`src/hdl/ffba_pkg.sv`:
```
// Shared constants, types and codes of the first-fit block allocator.
package ffba_pkg;

    localparam int MAX_BLOCKS   = 64;
    localparam int HEADER_BYTES = 32;
    localparam int HEAP_BYTES   = 1048576;
    localparam int IDX_W        = $clog2(MAX_BLOCKS);
    localparam int CNT_W        = IDX_W + 1;
    localparam int ADDR_W       = 21;
    localparam int SUM_W        = ADDR_W + 2;

    typedef enum logic [1:0] {
        OP_ALLOC   = 2'd0,
        OP_FREE    = 2'd1,
        OP_REALLOC = 2'd2,
        OP_NONE    = 2'd3
    } t_op;

    typedef enum logic [1:0] {
        ST_OK       = 2'd0,
        ST_NOSPACE  = 2'd1,
        ST_NOTFOUND = 2'd2,
        ST_RSVD     = 2'd3
    } t_status;

    typedef enum logic [3:0] {
        S_IDLE,
        S_SCAN_RD,
        S_SCAN_CHK,
        S_NXT_RD,
        S_NXT_CHK,
        S_MARK,
        S_PRV_CHK,
        S_SH_RD,
        S_SH_WR,
        S_DONE
    } t_state;

    // One table entry: free mark and payload size.
    typedef struct packed {
        logic              free;
        logic [ADDR_W-1:0] size;
    } t_entry;

endpackage

```
`src/hdl/ffba_ram.sv`:
```
// Generic single-write, single-read synchronous RAM with registered read data.
module ffba_ram #(
    parameter int WIDTH = 8,
    parameter int DEPTH = 16
) (
    input  logic                     i_clk,
    input  logic                     i_we,
    input  logic [$clog2(DEPTH)-1:0] i_waddr,
    input  logic [WIDTH-1:0]         i_wdata,
    input  logic                     i_re,
    input  logic [$clog2(DEPTH)-1:0] i_raddr,
    output logic [WIDTH-1:0]         o_rdata
);

    logic [WIDTH-1:0] r_mem [DEPTH];
    logic [WIDTH-1:0] r_rdata;

    // Write port and registered read port.
    always_ff @(posedge i_clk) begin
        if (i_we) begin
            r_mem[i_waddr] <= i_wdata;
        end
        if (i_re) begin
            r_rdata <= r_mem[i_raddr];
        end
    end

    assign o_rdata = r_rdata;

endmodule

```
`src/hdl/first_fit_block_allocator_core.sv`:
```
// Top level of the first-fit block allocator with coalescing.
// One request is taken at a time: start is accepted while busy is low, and the
// single result appears for one cycle with o_valid, which the receiver must take.
// A request walks the block table in a memory with one read port, reading and
// then checking each entry; a reallocate may walk twice, and a free that merges
// neighbors moves every later entry down one place with a read and a write.
// The heap limit register is written over its own valid/ready channel, which is
// always ready; a request uses the limit that held when it was accepted.
module first_fit_block_allocator_core (
    input  logic                          i_clk,
    input  logic                          i_rst_n,
    input  logic                          start,
    output logic                          busy,
    input  logic [1:0]                    i_op,
    input  logic [ffba_pkg::ADDR_W-1:0]   i_req_size,
    input  logic [ffba_pkg::ADDR_W-1:0]   i_req_addr,
    output logic                          o_valid,
    output logic [ffba_pkg::ADDR_W-1:0]   o_result_addr,
    output logic [1:0]                    o_status,
    input  logic                          i_cfg_valid,
    output logic                          o_cfg_ready,
    input  logic [ffba_pkg::ADDR_W-1:0]   i_cfg_data
);
    import ffba_pkg::*;

    t_state              r_state, n_state;
    logic [CNT_W-1:0]    r_count, n_count;
    logic [CNT_W-1:0]    r_free_cnt, n_free_cnt;
    logic [ADDR_W-1:0]   r_top, n_top;
    logic [ADDR_W-1:0]   r_heap_limit;
    logic [ADDR_W-1:0]   r_limit, n_limit;
    logic [ADDR_W-1:0]   r_size, n_size;
    logic [ADDR_W-1:0]   r_addr, n_addr;
    logic                r_find, n_find;
    logic                r_realloc, n_realloc;
    logic                r_phase, n_phase;
    logic [CNT_W-1:0]    r_idx, n_idx;
    logic [ADDR_W-1:0]   r_base, n_base;
    logic [CNT_W-1:0]    r_fidx, n_fidx;
    logic [ADDR_W-1:0]   r_fsize, n_fsize;
    logic [ADDR_W-1:0]   r_res, n_res;
    t_status             r_status, n_status;

    logic                we, re;
    logic [IDX_W-1:0]    waddr, raddr;
    t_entry              wdata, rdata;
    logic [SUM_W-1:0]    need;
    logic [CNT_W-1:0]    fidx_p1, fidx_m1, k_p1;

    ffba_ram #(
        .WIDTH ($bits(t_entry)),
        .DEPTH (MAX_BLOCKS)
    ) u_table (
        .i_clk   (i_clk),
        .i_we    (we),
        .i_waddr (waddr),
        .i_wdata (wdata),
        .i_re    (re),
        .i_raddr (raddr),
        .o_rdata (rdata)
    );

    assign busy          = (r_state != S_IDLE);
    assign o_valid       = (r_state == S_DONE);
    assign o_result_addr = r_res;
    assign o_status      = r_status;
    assign o_cfg_ready   = 1'b1;

    assign fidx_p1 = r_fidx + CNT_W'(1);
    assign fidx_m1 = r_fidx - CNT_W'(1);
    assign k_p1    = r_idx + CNT_W'(1);
    assign need    = SUM_W'(r_top) + SUM_W'(HEADER_BYTES) + SUM_W'(r_size);

    // Register updates.
    always_ff @(posedge i_clk) begin
        if (!i_rst_n) begin
            r_state      <= S_IDLE;
            r_count      <= '0;
            r_free_cnt   <= '0;
            r_top        <= '0;
            r_heap_limit <= ADDR_W'(HEAP_BYTES);
        end else begin
            r_state    <= n_state;
            r_count    <= n_count;
            r_free_cnt <= n_free_cnt;
            r_top      <= n_top;
            if (i_cfg_valid && o_cfg_ready) begin
                r_heap_limit <= i_cfg_data;
            end
        end
    end

    // Per-request working registers.
    always_ff @(posedge i_clk) begin
        r_limit   <= n_limit;
        r_size    <= n_size;
        r_addr    <= n_addr;
        r_find    <= n_find;
        r_realloc <= n_realloc;
        r_phase   <= n_phase;
        r_idx     <= n_idx;
        r_base    <= n_base;
        r_fidx    <= n_fidx;
        r_fsize   <= n_fsize;
        r_res     <= n_res;
        r_status  <= n_status;
    end

    // Sequencer: table walk, allocate, free with merging, entry removal.
    always_comb begin
        n_state    = r_state;
        n_count    = r_count;
        n_free_cnt = r_free_cnt;
        n_top      = r_top;
        n_limit    = r_limit;
        n_size     = r_size;
        n_addr     = r_addr;
        n_find     = r_find;
        n_realloc  = r_realloc;
        n_phase    = r_phase;
        n_idx      = r_idx;
        n_base     = r_base;
        n_fidx     = r_fidx;
        n_fsize    = r_fsize;
        n_res      = r_res;
        n_status   = r_status;
        we         = 1'b0;
        waddr      = r_idx[IDX_W-1:0];
        wdata      = rdata;
        re         = 1'b0;
        raddr      = r_idx[IDX_W-1:0];

        unique case (r_state)
            S_IDLE: begin
                if (start) begin
                    n_size    = i_req_size;
                    n_addr    = i_req_addr;
                    n_limit   = (r_heap_limit < ADDR_W'(HEAP_BYTES)) ?
                                r_heap_limit : ADDR_W'(HEAP_BYTES);
                    n_idx     = '0;
                    n_base    = '0;
                    n_res     = '0;
                    n_status  = ST_OK;
                    n_realloc = 1'b0;
                    n_find    = 1'b0;
                    n_state   = S_DONE;
                    unique case (t_op'(i_op))
                        OP_ALLOC: begin
                            if (i_req_size != '0) n_state = S_SCAN_RD;
                        end
                        OP_FREE: begin
                            if (i_req_addr != '0) begin
                                n_find  = 1'b1;
                                n_state = S_SCAN_RD;
                            end
                        end
                        OP_REALLOC: begin
                            if (i_req_addr == '0) begin
                                if (i_req_size != '0) n_state = S_SCAN_RD;
                            end else begin
                                n_find    = 1'b1;
                                n_realloc = (i_req_size != '0);
                                n_state   = S_SCAN_RD;
                            end
                        end
                        OP_NONE: begin
                            n_state = S_DONE;
                        end
                    endcase
                end
            end

            // Issue a read of the next entry; at the table end, report not found or no space, or append.
            S_SCAN_RD: begin
                if (r_idx < r_count) begin
                    re      = 1'b1;
                    n_state = S_SCAN_CHK;
                end else if (r_find) begin
                    n_status = ST_NOTFOUND;
                    n_state  = S_DONE;
                end else if (r_count >= CNT_W'(MAX_BLOCKS) || need > SUM_W'(r_limit)) begin
                    n_res    = '0;
                    n_status = ST_NOSPACE;
                    n_state  = S_DONE;
                end else begin
                    // Append a new block at the heap top.
                    we         = 1'b1;
                    waddr      = r_count[IDX_W-1:0];
                    wdata.free = 1'b0;
                    wdata.size = r_size;
                    n_count    = r_count + CNT_W'(1);
                    n_res      = r_top + ADDR_W'(HEADER_BYTES);
                    n_top      = ADDR_W'(need);
                    n_state    = r_realloc ? S_NXT_RD : S_DONE;
                end
            end

            S_SCAN_CHK: begin
                n_idx   = r_idx + CNT_W'(1);
                n_base  = r_base + ADDR_W'(HEADER_BYTES) + rdata.size;
                n_state = S_SCAN_RD;
                if (r_find) begin
                    if (r_base + ADDR_W'(HEADER_BYTES) == r_addr) begin
                        if (rdata.free) begin
                            n_status = ST_NOTFOUND;
                            n_state  = S_DONE;
                        end else begin
                            n_fidx  = r_idx;
                            n_fsize = rdata.size;
                            n_find  = 1'b0;
                            if (!r_realloc) begin
                                n_state = S_NXT_RD;
                            end else if (rdata.size == r_size) begin
                                n_res   = r_addr;
                                n_state = S_DONE;
                            end else begin
                                // Restart the walk as an allocation.
                                n_idx  = '0;
                                n_base = '0;
                            end
                        end
                    end
                end else if (rdata.free && rdata.size >= r_size) begin
                    we         = 1'b1;
                    wdata.free = 1'b0;
                    wdata.size = rdata.size;
                    if (r_free_cnt != '0) n_free_cnt = r_free_cnt - CNT_W'(1);
                    n_res   = r_base + ADDR_W'(HEADER_BYTES);
                    n_state = r_realloc ? S_NXT_RD : S_DONE;
                end
            end

            // Look at the next neighbor of the block being freed.
            S_NXT_RD: begin
                raddr = fidx_p1[IDX_W-1:0];
                if (fidx_p1 < r_count) begin
                    re      = 1'b1;
                    n_state = S_NXT_CHK;
                end else begin
                    n_state = S_MARK;
                end
            end

            S_NXT_CHK: begin
                if (rdata.free) begin
                    n_fsize = r_fsize + rdata.size + ADDR_W'(HEADER_BYTES);
                    if (r_free_cnt != '0) n_free_cnt = r_free_cnt - CNT_W'(1);
                    n_idx   = fidx_p1;
                    n_phase = 1'b0;
                    n_state = S_SH_RD;
                end else begin
                    n_state = S_MARK;
                end
            end

            // Mark the block free and read its previous neighbor.
            S_MARK: begin
                we         = 1'b1;
                waddr      = r_fidx[IDX_W-1:0];
                wdata.free = 1'b1;
                wdata.size = r_fsize;
                n_free_cnt = r_free_cnt + CNT_W'(1);
                raddr      = fidx_m1[IDX_W-1:0];
                if (r_fidx != '0) begin
                    re      = 1'b1;
                    n_state = S_PRV_CHK;
                end else begin
                    n_state = S_DONE;
                end
            end

            S_PRV_CHK: begin
                if (rdata.free) begin
                    we         = 1'b1;
                    waddr      = fidx_m1[IDX_W-1:0];
                    wdata.free = 1'b1;
                    wdata.size = rdata.size + r_fsize + ADDR_W'(HEADER_BYTES);
                    n_free_cnt = r_free_cnt - CNT_W'(1);
                    n_idx      = r_fidx;
                    n_phase    = 1'b1;
                    n_state    = S_SH_RD;
                end else begin
                    n_state = S_DONE;
                end
            end

            // Remove entry r_idx by moving later entries down one place.
            S_SH_RD: begin
                raddr = k_p1[IDX_W-1:0];
                if (k_p1 < r_count) begin
                    re      = 1'b1;
                    n_state = S_SH_WR;
                end else begin
                    n_count = r_count - CNT_W'(1);
                    n_state = r_phase ? S_DONE : S_MARK;
                end
            end

            S_SH_WR: begin
                we      = 1'b1;
                wdata   = rdata;
                n_idx   = k_p1;
                n_state = S_SH_RD;
            end

            S_DONE: begin
                n_state = S_IDLE;
            end

            default: begin
                n_state = S_IDLE;
            end
        endcase
    end

    // The result strobe lasts a single cycle.
    assert property (@(posedge i_clk) disable iff (!i_rst_n) o_valid |=> !o_valid)
        else $error("result strobe held longer than one cycle");

    // The table never holds more blocks than it has rows.
    assert property (@(posedge i_clk) disable iff (!i_rst_n)
        r_count <= CNT_W'(MAX_BLOCKS))
        else $error("block count beyond table depth");

    // The heap top never passes the fixed heap size.
    assert property (@(posedge i_clk) disable iff (!i_rst_n)
        r_top <= ADDR_W'(HEAP_BYTES))
        else $error("heap top beyond heap size");

    // An accepted request makes the block busy in the next cycle.
    assert property (@(posedge i_clk) disable iff (!i_rst_n) (start && !busy) |=> busy)
        else $error("request accepted without going busy");

endmodule

```
`config.mk`:
```
export PLATFORM = sky130hd
export DESIGN_NAME = first_fit_block_allocator_core
export DESIGN_NICKNAME = d
export VERILOG_FILES = /design/src/hdl/ffba_pkg.sv /design/src/hdl/ffba_ram.sv /design/src/hdl/first_fit_block_allocator_core.sv
export SDC_FILE = /design/constraint.sdc
export NUM_CORES = 2
export LEC_CHECK = 0
export ABC_AREA = 1
export BUFFER_PORTS_ARGS = -buffer_cell sky130_fd_sc_hd__buf_2
export CAP_MARGIN = 20
export CORE_ASPECT_RATIO = 1.4
export CORE_MARGIN = 5
export CORE_UTILIZATION = 57
export DETAILED_ROUTE_END_ITERATION = 8
export GPL_ROUTABILITY_DRIVEN = 0
export PLACE_DENSITY = 0.84
export SYNTH_ARGS = -nofsm -noshare
export SYNTH_HDL_FRONTEND = slang
export SYNTH_SLANG_ARGS = --single-unit
```
`constraint.sdc`:
```
create_clock -name i_clk -period 6.3 [get_ports i_clk]
set_input_delay 0.945 -clock i_clk [delete_from_list [all_inputs] [get_ports i_clk]]
set_output_delay 0.945 -clock i_clk [all_outputs]
set_load 0.02 [all_outputs]
```
# After elaboration in Yosys (flattened, before gate mapping)
# Memories as Yosys holds them, arrays and structs flattened. A register that Yosys moved wholly into a read port is not among the register bits.
# Index checks and enable logic that the tools add are counted.
dict set report word_totals {
  output_inout_bits 26
  wordCells 201
  n_memories 1
  ram_bits 1408
  reg_bits 198
  inputBits 69
}
dict set report classes {
  n_eq_ne 31
  bitwise_logic 4
  addsub 12
  order_cmp 7
  n_mux 103
  n_reduce_logical 27
}
# memory depth word_bits read_ports rd_ports_with_merged_regs wr line
set memory_table {}
lappend memory_table {u_table.r_mem 64 22 1 1 1 ffba_ram.sv:15} ;# logic [WIDTH-1:0] r_mem [DEPTH];
# operator count
set op_table {}
lappend op_table {{21-bit two-way mux} 19}
lappend op_table {{22-bit two-way mux} 6}
lappend op_table {{22-bit one-hot mux with 4 select lines} 1}
lappend op_table {{7-bit two-way mux} 12}
lappend op_table {{21-bit one-hot mux with 2 select lines} 2}
lappend op_table {{4-bit two-way mux} 18}
lappend op_table {{21-bit by 6-bit adder with 21-bit output (second input constant)} 3}
lappend op_table {{21-bit one-hot mux with 3 select lines} 1}
lappend op_table {{21-bit adder} 2}
lappend op_table {{21-bit == test} 2}
lappend op_table {{21-bit nonzero test} 2}
lappend op_table {{4-bit one-hot mux with 9 select lines} 1}
lappend op_table {{6-bit one-hot mux with 3 select lines} 2}
lappend op_table {{7-bit one-hot mux with 5 select lines} 1}
lappend op_table {{6-bit two-way mux} 4}
lappend op_table {{22-bit by 21-bit adder with 23-bit output} 1}
lappend op_table {{23-bit by 21-bit > comparator with 1-bit output} 1}
lappend op_table {{21-bit by 6-bit adder with 22-bit output (second input constant)} 1}
lappend op_table {{7-bit by 1-bit adder with 7-bit output (second input constant)} 3}
lappend op_table {{21-bit greater-or-equal comparator} 1}
lappend op_table {{21-bit logical NOT} 1}
lappend op_table {{21-bit < comparator (second input constant)} 1}
lappend op_table {{7-bit < comparator} 3}
lappend op_table {{1-bit two-way mux} 20}
lappend op_table {{other kinds (35)} 76}

# Depth between registers and ports, before layout
dict set report logic_depth {
  ltp_word 10
  mapped_depth 33
  mapped_depth_nobuf 33
}

# Hierarchy
# Synthesis repeated with hierarchy kept, for this count alone.
dict set report hier_totals {
  cells_unflattened 6937
  area_unflattened_um2 73715.7
}
# mod n_inst cells_per_inst seq_area_each_um2 area_each_um2
set by_module_without_submodules {}
lappend by_module_without_submodules {ffba_ram 1 4817 42941.2 57551.4}
lappend by_module_without_submodules {first_fit_block_allocator_core 1 2120 5415.2 16164.3}

# Worst setup path after synthesis
# Ideal clock, no wire load.
dict set report synth_timing {
  kind {register to register}
  startpoint {register r_size[3]}
  endpoint {memory u_table.r_mem[0][20] (netlist bit) (data pin)}
  stages_incl_launch_ff 27
  slack_ns -0.183
  setup_ns 0.588
  n_path_buf 2
  period_less_slack_ns 6.483
  t_arrival_ns 5.895
  required_ns 5.712
  path_cell_list {edfxtp_1 -> ha_1 -> ha_1 -> a21oi_1 -> nand2_1 -> nand2_1 -> nand2_1 -> a21oi_1 -> o21ai_0 -> a21oi_1 -> nor3_1 -> nor2_1 -> o21ai_0 -> xor2_1 -> ha_1 -> nand2_1 -> inv_1 -> nand4_1 -> nor3b_1 -> nand3_1 -> nand2_2 -> nand4_2 -> buf_2 -> clkbuf_1 -> a21oi_1 -> o21ai_0 -> a31oi_1}
}
dict set report synth_via {
  elab_chain_cells 7
}
# item line
set synth_rtl {}
lappend synth_rtl {{start: declaration} first_fit_block_allocator_core.sv:32} ;# logic [ADDR_W-1:0] r_size, n_size;
lappend synth_rtl {{start signal: assignment} first_fit_block_allocator_core.sv:96} ;# r_size <= n_size;
lappend synth_rtl {{22-bit by 21-bit adder with 23-bit output} first_fit_block_allocator_core.sv:72} ;# assign need = SUM_W'(r_top) + SUM_W'(HEADER_BYTES) + SUM_W'(r_size);
lappend synth_rtl {{net need[20]} first_fit_block_allocator_core.sv:47} ;# logic [SUM_W-1:0] need;
lappend synth_rtl {{23-bit by 21-bit > comparator with 1-bit output} first_fit_block_allocator_core.sv:181} ;# end else if (r_count >= CNT_W'(MAX_BLOCKS) || need > SUM_W'(r_limit)) begin
lappend synth_rtl {{1-bit logical OR} first_fit_block_allocator_core.sv:181}
lappend synth_rtl {{22-bit two-way mux} first_fit_block_allocator_core.sv:181}
lappend synth_rtl {{22-bit two-way mux} first_fit_block_allocator_core.sv:178} ;# end else if (r_find) begin
lappend synth_rtl {{22-bit two-way mux} first_fit_block_allocator_core.sv:175} ;# if (r_idx < r_count) begin
lappend synth_rtl {{22-bit one-hot mux with 4 select lines} first_fit_block_allocator_core.sv:133} ;# unique case (r_state)
lappend synth_rtl {{net u_table.i_wdata[20]} ffba_ram.sv:9} ;# input logic [WIDTH-1:0] i_wdata,
lappend synth_rtl {{end: declaration} ffba_ram.sv:15}
# The timed path passes the listed nets, and every way through them passes these cells.

# Worst setup path in the final report
dict set report layout_timing {
  startpoint {register r_size[3]}
  endpoint {memory u_table.r_mem[60][16] (netlist bit) (data pin)}
}
# The elaborated chain is that of the path after synthesis.

==> metrics.yaml <==
track_usage_pct: 29.9
grt_pass1_vias: 50100
worst_slew_pin_slew_ps: 1150
combPwrFrac_pct: 44.9
synth_edf_count: 1575
nFillCells: 8292
power_frac_seq_pct: 35.8
r2r_slack_ps: 260
peakVddDrop_v: 0.000614
grt_pass1_wl_um: 300000
ys_seq_area_share_pct: 68.2
cts_root_buffer: "clkbuf_16"
cts_sinks: 1628
first_pass_iters: 9
power_leakage_nw: 26.6
p_switching_w: 0.0196
cp_data_arrival_time_ps: 6470
synth_top_family_by_area: "compound AO/OA/AOI/OAI gates"
hold_viol: 0
fmax_mhz: 166
syn_avg_cell_area_um2: 12.1
row_count: 153
synthAdderAreaFrac_pct: 3.18
htree_num_levels: 4
grt-ovfl-total: 0
slew-limit-headroom_pct: 22.7
cts_hold_buf: 0
fin_crit_sh_pct: 95.8
switching_share_pct: 43.8
holdPathStages: 1
multiInputGateArea_um2: 20600
slowest_delay_ps: 780
skew_ps: 45.4
setup_viol: 0
pin_count: 95
slew_viol_final: 0
endpoint_kind: "register"
worst-setup-path-type: "reg -> reg"
antenna_found_initial: 6
synthArstFlopShare_pct: 0
p_per_area_nw_per_um2: 568
cts_buffers: 142
reg2regPathDepth: 26
critPathMaxFanout: 64
ys.flop_type: "edfxtp_1"
rr_startpoint: "r_size[3]$_DFFE_PP_"
ant_nets: 0
cts_tree: "yes"
synthSimpleGateAreaFrac_pct: 9.50
r2r-end: "u_table.r_mem[60][16]$_DFFE_PP_"
syn_area_um2: 70900
synth_nets: 6088
clock_latency_ps: 800
port_buffers: 93
area_growth_syn_to_layout_pct: 11.0
hold_class: "in -> reg"
path_buf_inv: 3
critPathTopFamily: "simple AND/OR/NAND/NOR gates"
hpwl_um: 122000
syn_inst: 5841
synthXorXnorAreaFrac_pct: 1.20
die_x_um: 308
clock_tree.buffer_depth: 3
synth_mux_area_share_pct: 0
cp-start-kind: "register"
drive_gt1_share_pct: 10.1
final_cell_mix: "edfxtp_1 (1575), o21ai_0 (857), nor2_1 (847), nand2_1 (361), inv_1 (267)"
min_to: "r_addr[13]$_DFFE_PP_"
layout_commonest_cell: "edfxtp_1"
wl_um: 203000
dr.first_iter.drc_count: 8738
viasPerCell: 6.74
synth_compound_area_share_pct: 14.3
intPower_w: 0.0251
cp.required_ps: 6740
pre_cts_slack_ps: 200
wl_per_cell_um: 26.6
clkPwrFrac_pct: 19.3
yosysUniqueCellTypes: 58
crit_slowest_cell: "buf_4"
maxCapViolations: 0
final.setup.worst_slack_ps: 265
die_h_um: 427
core-area_um2: 124000
fin_nets: 6136
drc_errors: 0
status: "complete, no violations"
grt_start_max_net_pins: 217
layout_min_cycle_time_ps: 6040
seqCellArea_um2: 48400
yosys_warnings: 0
num_vias: 51400
ys_seq_elements: 1628
dieArea_um2: 132000
cts.reportedPaths.clkPinSlew_ps: 70
hp-start: "i_req_addr[13]"
fin_setup_tns_ps: 0
initial_core_util_pct: 57.2
==> cell type report <==
cell class                 instances  share of cell area, %
timing repair buffer             256                   2.66
clock inverter                    88                   1.01
tap                             1627                   2.59
antenna                            3                0.00954
multi-input combinational       3580                   26.1
sequential                      1628                   61.5
clock buffer                     173                   4.77
inverter                         281                   1.36
==> timing repair <==
| item | 4_1_cts | 5_1_grt |
|---|---|---|
| buffers inserted | 0 | 3 |
| resized for setup | 0 | 16 |
| setup endpoints to repair | 0 | 1600 |
==> power by group through the flow <==
stage                     sequential (W)  clock [W]  combinational, W
after global routing              0.0160    0.00913            0.0211
final                             0.0160    0.00863            0.0201
after global placement            0.0162          0            0.0182
after detailed placement          0.0162          0            0.0189
after floorplan                   0.0164          0            0.0113
after CTS                         0.0160    0.00864            0.0192
==> metal layers <==
layer	track usage [%]	share of wire (%)
met1	34.3	31
met3	7.15	12
met5	0	0.023
met4	23.4	9.7
met2	48.4	47
==> cells in the mapped netlist (12+ instances only) <==
master	count	share of area, %
xor2_1	68	0.84
nor3_1	19	0.13
nand3_1	199	1.4
buf_4	19	0.20
ha_1	174	3.1
o211ai_1	198	2.1
a21oi_1	177	1.2
nor4_1	17	0.15
clkbuf_1	260	1.4
edfxtp_1	1575	67
a22oi_1	13	0.14
o22ai_1	183	1.6
buf_2	59	0.42
buf_1	15	0.079
o221ai_1	186	2.3
o21ai_0	860	6.1
o21ai_1	12	0.085
xnor2_1	27	0.33
inv_1	267	1.4
nand4_1	36	0.32
o2111ai_1	13	0.16
dfxtp_1	53	1.5
nand2_1	362	1.9
nand2_2	12	0.11
nor2_1	912	4.8
==> state kept, by name (all words and copies together) (netlist names) <==
signal,flops
r_count,7
r_state,4
r_top,21
r_fsize,21
r_base,21
r_fidx,7
r_idx,7
u_table.o_rdata,22
r_phase,1
r_limit,21
o_result_addr,21
o_status,2
r_realloc,1
r_find,1
r_addr,21
u_table.r_mem,1408
r_size,21
r_heap_limit,21
==> logic make-up after synthesis <==
kind of cell               Yosys count
DFF                               1628
AOI/OAI and AO/OA                 1698
buffers and inverters              634
adders and majority gates          178
and+or+nand+nor                   1606
other                                1
xor gates and xnor gates            96
==> through the flow <==
stage / std cells / area (um^2) / hold WS, ps / utilization (%) / total power (W)
after floorplan: 5841 / 70900 / 435 / - / 0.0277
after global placement: 7363 / 74000 / 446 / 59.7 / 0.0344
after detailed placement: 7363 / 74000 / 453 / 59.7 / 0.0351
after CTS: 7624 / 78500 / 305 / 63.4 / 0.0438
after global routing: 7633 / 78700 / 314 / 63.5 / 0.0462
final: 7636 / 78700 / 333 / 63.5 / 0.0447
==> worst max-delay path by stage <==
stage | to | cells after the start | slack (ps) | startpoint
after floorplan | u_table.r_mem[0][8]$_DFFE_PP_ | 25 | 60 | r_size[3]$_DFFE_PP_
after detailed placement | u_table.r_mem[56][8]$_DFFE_PP_ | 29 | 200 | r_size[3]$_DFFE_PP_
after global placement | u_table.r_mem[1][17]$_DFFE_PP_ | 29 | 370 | r_size[3]$_DFFE_PP_
final | u_table.r_mem[60][16]$_DFFE_PP_ | 26 | 260 | r_size[3]$_DFFE_PP_
after CTS | u_table.r_mem[20][8]$_DFFE_PP_ | 29 | 150 | r_size[3]$_DFFE_PP_
after global routing | u_table.r_mem[6][2]$_DFFE_PP_ | 30 | -10 | r_size[3]$_DFFE_PP_
Note: power is estimated with default switching activity, not from simulation.
